--- src/sv/rta_pkg.sv ---
`default_nettype none
// ----------------------------------------------------------------------------
// rta_pkg
// Types, widths and register codes shared by the box transform block.
// ----------------------------------------------------------------------------
package rta_pkg;

    localparam int COORD_W        = 32;
    localparam int QUAT_W         = 16;
    localparam int QUAT_FRAC_BITS = 15;
    localparam int QPROD_W        = 2 * QUAT_W;
    localparam int ENT_W          = 36;
    localparam int MAT_W          = 19;
    localparam int PROD_W         = MAT_W + COORD_W;
    localparam int ACC_W          = PROD_W + 2;
    localparam int RND_W          = ACC_W - QUAT_FRAC_BITS;
    localparam int TSUM_W         = RND_W + 1;
    localparam int NUM_LANES      = 8;
    localparam int NUM_STAGES     = 6;
    localparam int CFG_IDX_W      = 3;

    typedef logic signed [COORD_W-1:0] coord_t;
    typedef logic signed [QUAT_W-1:0]  quat_t;
    typedef logic signed [QPROD_W-1:0] qprod_t;
    typedef logic signed [ENT_W-1:0]   ent_t;
    typedef logic signed [MAT_W-1:0]   mat_entry_t;
    typedef logic signed [PROD_W-1:0]  prod_t;
    typedef logic signed [ACC_W-1:0]   acc_t;
    typedef logic signed [RND_W-1:0]   rnd_t;
    typedef logic signed [TSUM_W-1:0]  tsum_t;

    typedef coord_t     [2:0]           vec3_t;
    typedef mat_entry_t [2:0][2:0]      mat_t;
    typedef vec3_t      [NUM_LANES-1:0] lanes_t;

    typedef struct packed {
        vec3_t lo;
        vec3_t hi;
    } box_t;

    typedef struct packed {
        logic prod;
        logic acc;
        logic sat;
        logic pair;
        logic fin;
    } pipe_en_t;

    typedef enum logic [CFG_IDX_W-1:0] {
        CFG_QUAT_X     = 3'd0,
        CFG_QUAT_Y     = 3'd1,
        CFG_QUAT_Z     = 3'd2,
        CFG_QUAT_W     = 3'd3,
        CFG_SHIFT_X    = 3'd4,
        CFG_SHIFT_Y    = 3'd5,
        CFG_SHIFT_Z    = 3'd6,
        CFG_SAME_FRAME = 3'd7
    } cfg_idx_t;

    localparam quat_t QUAT_W_RESET = 16'sh7FFF;
    localparam ent_t  MAT_ONE      = ENT_W'(1) <<< (2 * QUAT_FRAC_BITS);
    localparam ent_t  MAT_HALF     = ENT_W'(1) <<< (QUAT_FRAC_BITS - 1);
    localparam acc_t  ACC_HALF     = ACC_W'(1) <<< (QUAT_FRAC_BITS - 1);
    localparam coord_t COORD_MAX   = 32'sh7FFF_FFFF;
    localparam coord_t COORD_MIN   = 32'sh8000_0000;

endpackage
`default_nettype wire

--- src/sv/rta_merge.sv ---
`default_nettype none
// ----------------------------------------------------------------------------
// rta_merge
// Folds the eight moved corners into one box, or selects the bypass box when same_frame is set.
// ----------------------------------------------------------------------------
module rta_merge (
    input  logic              clk,
    input  rta_pkg::lanes_t   moved,
    input  rta_pkg::box_t     bypass,
    input  logic              same_frame,
    input  rta_pkg::pipe_en_t en,
    output rta_pkg::box_t     box
);
    import rta_pkg::*;

    vec3_t [1:0] half_min, half_max;
    vec3_t [1:0] half_min_reg, half_max_reg;
    box_t        fold;
    box_t        box_reg;

    // each half covers four lanes
    always_comb
    begin
        for (int h = 0; h < 2; h++)
        begin
            for (int i = 0; i < 3; i++)
            begin
                half_min[h][i] = moved[4 * h][i];
                half_max[h][i] = moved[4 * h][i];
                for (int k = 1; k < 4; k++)
                begin
                    if (moved[4 * h + k][i] < half_min[h][i])
                    begin
                        half_min[h][i] = moved[4 * h + k][i];
                    end
                    if (moved[4 * h + k][i] > half_max[h][i])
                    begin
                        half_max[h][i] = moved[4 * h + k][i];
                    end
                end
            end
        end
    end

    always_ff @(posedge clk)
    begin
        if (en.pair)
        begin
            half_min_reg <= half_min;
            half_max_reg <= half_max;
        end
    end

    always_comb
    begin
        for (int i = 0; i < 3; i++)
        begin
            fold.lo[i] = (half_min_reg[1][i] < half_min_reg[0][i])
                       ? half_min_reg[1][i] : half_min_reg[0][i];
            fold.hi[i] = (half_max_reg[1][i] > half_max_reg[0][i])
                       ? half_max_reg[1][i] : half_max_reg[0][i];
        end
    end

    always_ff @(posedge clk)
    begin
        if (en.fin)
        begin
            box_reg <= same_frame ? bypass : fold;
        end
    end

    assign box = box_reg;

endmodule
`default_nettype wire

--- config.mk ---
export PLATFORM = sky130hd
export DESIGN_NAME = rta_merge
export DESIGN_NICKNAME = d
export VERILOG_FILES = /design/src/sv/rta_pkg.sv /design/src/sv/rta_merge.sv
export SDC_FILE = /design/constraint.sdc
export NUM_CORES = 2
export LEC_CHECK = 0
export BUFFER_PORTS_ARGS = -buffer_cell sky130_fd_sc_hd__buf_2
export CAP_MARGIN = 20
export CORE_AREA = 2 2 445 447
export CTS_CLUSTER_DIAMETER = 200
export DETAILED_ROUTE_END_ITERATION = 6
export DIE_AREA = 0 0 447 449
export GPL_ROUTABILITY_DRIVEN = 0
export HOLD_SLACK_MARGIN = 0.05
export PLACE_DENSITY = 0.55
export SYNTH_ARGS = -nofsm -noshare
export SYNTH_HDL_FRONTEND = slang
export SYNTH_SLANG_ARGS = --single-unit
--- constraint.sdc ---
create_clock -name clk -period 16.3 [get_ports clk]
set_input_delay 3.26 -clock clk [delete_from_list [all_inputs] [get_ports clk]]
set_output_delay 3.26 -clock clk [all_outputs]
set_load 0.02 [all_outputs]
==> impl_metrics.json <==
{
  "multi_input_area_sq_mm": 0.0417,
  "antenna_found_initial": 145,
  "reg2reg_depth": 13,
  "dieArea_sq_mm": 0.201,
  "setup_viol_count_final": 0,
  "hold_depth": 2,
  "leakage_uw": 0.0377,
  "routedWlPerCell_microns": 25.3,
  "boundaryPins": 1159,
  "skew_ns": 0.0391,
  "r2r_end": "box[136]$_DFFE_PP_",
  "relSlewSlack_pct": 22.5,
  "powerDensity_mw_per_mm2": 131,
  "grtUsageTotal_pct": 25.8,
  "cp_max_fo": 69,
  "cts_buffers": 70,
  "rr_startpoint": "half_min_reg[129]$_DFFE_PP_",
  "rows": 163,
  "grt_remaining_overflow": 0,
  "max_freq_ghz": 0.0757,
  "fin_crit_sh_pct": 81.1,
  "nFillCells": 20000,
  "yosys.area.top_type_share_pct": 27.4,
  "hold_start": "half_max_reg[94]$_DFFE_PP_",
  "root_buffer": "clkbuf_16",
  "crit_type": "in2reg",
  "crit_buf_inv": 6,
  "worst-endpoint-arrival_ns": 13.66,
  "clkTransAtPathRegs_ns": 0.06,
  "cts_tree": "built",
  "syn_area_per_cell_sq_um": 9.25,
  "io_buffer_count": 1155,
  "final_util_pct": 38.0,
  "regArea_sq_mm": 0.0173,
  "hold_buffers": 0,
  "layout_min_cycle_time_ns": 13.21,
  "syn-instance-count": 6816,
  "vdd_drop_max_mv": 0.0943,
  "tightest_slew_ns": 1.16,
  "post_cts_resized": 0,
  "synth_top_area_cell": "edfxtp_1",
  "fin_tns_setup_ns": 0,
  "synth_area_leaders": "edfxtp_1 (27%), ha_1 (22%), mux2i_1 (13%), inv_1 (5.1%), a21o_1 (4.4%)",
  "synth_edf_count": 576,
  "cp_slowest_cell": "or4_1",
  "grt_pass1_vias": 56000,
  "vias": 57800,
  "cpMostUsedCell": "a21o_1",
  "ys_ff_latch": 576,
  "worstHoldEndpoint": "box[94]$_DFFE_PP_",
  "postCtsSetupBuffers": 0,
  "cap_violations": 0,
  "grt_max_degree": 151,
  "hold_path.class": "reg2reg",
  "rsz0062_at_grt": "no",
  "ant_nets": 0,
  "slew_violations": 0,
  "async_flop_share_pct": 0,
  "synth_flop_cell": "edfxtp_1",
  "syn_nets": 8908,
  "path_depth": 42,
  "die_w_microns": 447,
  "worst-r2r-setup-slack_ns": 11.20,
  "syn-cell-area_sq_mm": 0.0630,
  "status": "finished, final reports clean",
  "grt_pass1_wl_microns": 380000,
  "final_hold_viol_count": 0,
  "htreeDepth": 3,
  "die_y_microns": 449,
  "crit_required_ns": 16.75,
  "dp_hpwl_microns": 233000,
  "synth.distinct_cells": 91,
  "routed_wl_microns": 270000,
  "fin_nets": 9953,
  "fp.coreArea_sq_mm": 0.196,
  "cpPeakStageDelay_ns": 0.64,
  "vias_per_cell": 5.42,
  "insertion_delay_ns": 0.69,
  "firstDrtPassIters": 6,
  "drt-initial-drc-count": 4608,
  "initial_core_util_pct": 32.1,
  "critPathLaunchType": "primary input",
  "drive_above_1_share_pct": 19.5,
  "cpLargestDelayFamily": "simple AND/OR/NAND/NOR gates",
  "yosysWarnings": 0,
  "end_kind": "register",
  "yosysSeqAreaShare_pct": 27.4,
  "cts.sinks": 576,
  "syn2layout_area_growth_pct": 18.2,
  "drc": 0,
  "cts_max_path_buffers": 3
}
[layout by cell type (no fill, tap or decap), drive strengths merged, types with 6 or more instances in the layout]
master and n:
or4 8, nor4 22, bufinv 9, clkbuf 79, o311ai 6, o21ai 437
a221o 40, nor2 340, clkinv 30, edfxtp 576, or3 16, o211ai 27
nand2 424, ha 1125, a221oi 47, o22ai 39, diode 108, nand3 66
and2 9, a211o 8, a211oi 32, nand4 203, a21oi 463, inv 872
a21o 370, mux2i 826, or2 9, mux2 149, xnor2 10, and3 19
nor2b 94, a2111oi 10, a31oi 15, nor3 73, nand2b 56, a311oi 36
and4 18, o21a 58, o31ai 10, buf 1216
[Yosys cell counts (32+ instances only)]
library cell / n
nand2b_1: 56
a21oi_1: 462
nand4_1: 203
nor2_1: 339
a221o_1: 40
a311oi_1: 34
clkbuf_1: 172
nand3_1: 65
a21o_1: 370
o21ai_0: 421
a211oi_1: 32
nand2_1: 424
nor3_1: 73
buf_2: 36
nor2b_1: 94
mux2_2: 124
o21a_1: 58
edfxtp_1: 576
ha_1: 1125
o22ai_1: 39
inv_1: 863
mux2i_1: 825
[logic make-up after synthesis]
family                     after synthesis  share of synthesized area (%)
buffers and inverters                 1107                           6.89
xor gates and xnor gates                11                          0.153
DFF                                    576                           27.4
AOI/OAI and AO/OA                     1650                           16.9
muxes                                  975                           15.8
and+or+nand+nor                       1370                           10.5
adders and majority gates             1127                           22.4
[through the flow]
step	total power (uW)	hold WS, ns	setup slack (ns)	std cells	instance area (sq um)
2_1_floorplan	6000	0.555	3.93	6816	63000
3_3_place_gp	7970	0.623	2.24	10400	71800
4_1_cts	9760	0.662	2.93	10600	74100
6_report	9750	0.659	3.09	10700	74500
3_5_place_dp	8070	0.649	2.19	10400	71800
5_1_grt	10300	0.702	2.41	10600	74400
[power breakdown]
group | switching, uW | internal [uW]
logic | 3400 | 2150
clock network | 694 | 953
registers | 336 | 2230
total | 4430 | 5320
[routing by layer]
| layer | GRT usage (%) | share of wire (%) | wire, microns |
|---|---|---|---|
| met5 | 0 | 0.14 | 379 |
| met4 | 12.8 | 5.2 | 14000 |
| met3 | 4.76 | 6.7 | 18100 |
| met2 | 42.9 | 47 | 127000 |
| met1 | 31.8 | 41 | 111000 |
[cell type report]
class                      count  share of cell area (%)
clock inverter                47                   0.742
clock buffer                  79                    2.43
multi-input combinational   5133                    55.9
timing repair buffer        1216                    8.51
inverter                     864                    4.36
tap                         2640                    4.43
sequential                   576                    23.2
antenna                      108                   0.363
[worst max path at each step]
stage                     from                     endpoint
detailed placement  moved[442]  half_max_reg[128]$_DFFE_PP_
finish              moved[447]  half_max_reg[128]$_DFFE_PP_
CTS                 moved[447]  half_max_reg[128]$_DFFE_PP_
global route        moved[447]  half_max_reg[128]$_DFFE_PP_
global placement    moved[442]  half_max_reg[128]$_DFFE_PP_
floorplan           moved[431]  half_max_reg[129]$_DFFE_PP_
[worst register-to-register path: cells and delay by family, from the launching register on]
kind | cells | cell delay (ns)
adder cells (fa/ha/maj) | 1 | 0.30
buffers and inverters | 1 | 0.50
flip-flops | 1 | 0.44
multiplexers | 2 | 1.17
AO/OA/AOI/OAI | 9 | 2.30
Note: power is estimated with default switching activity, not from simulation.
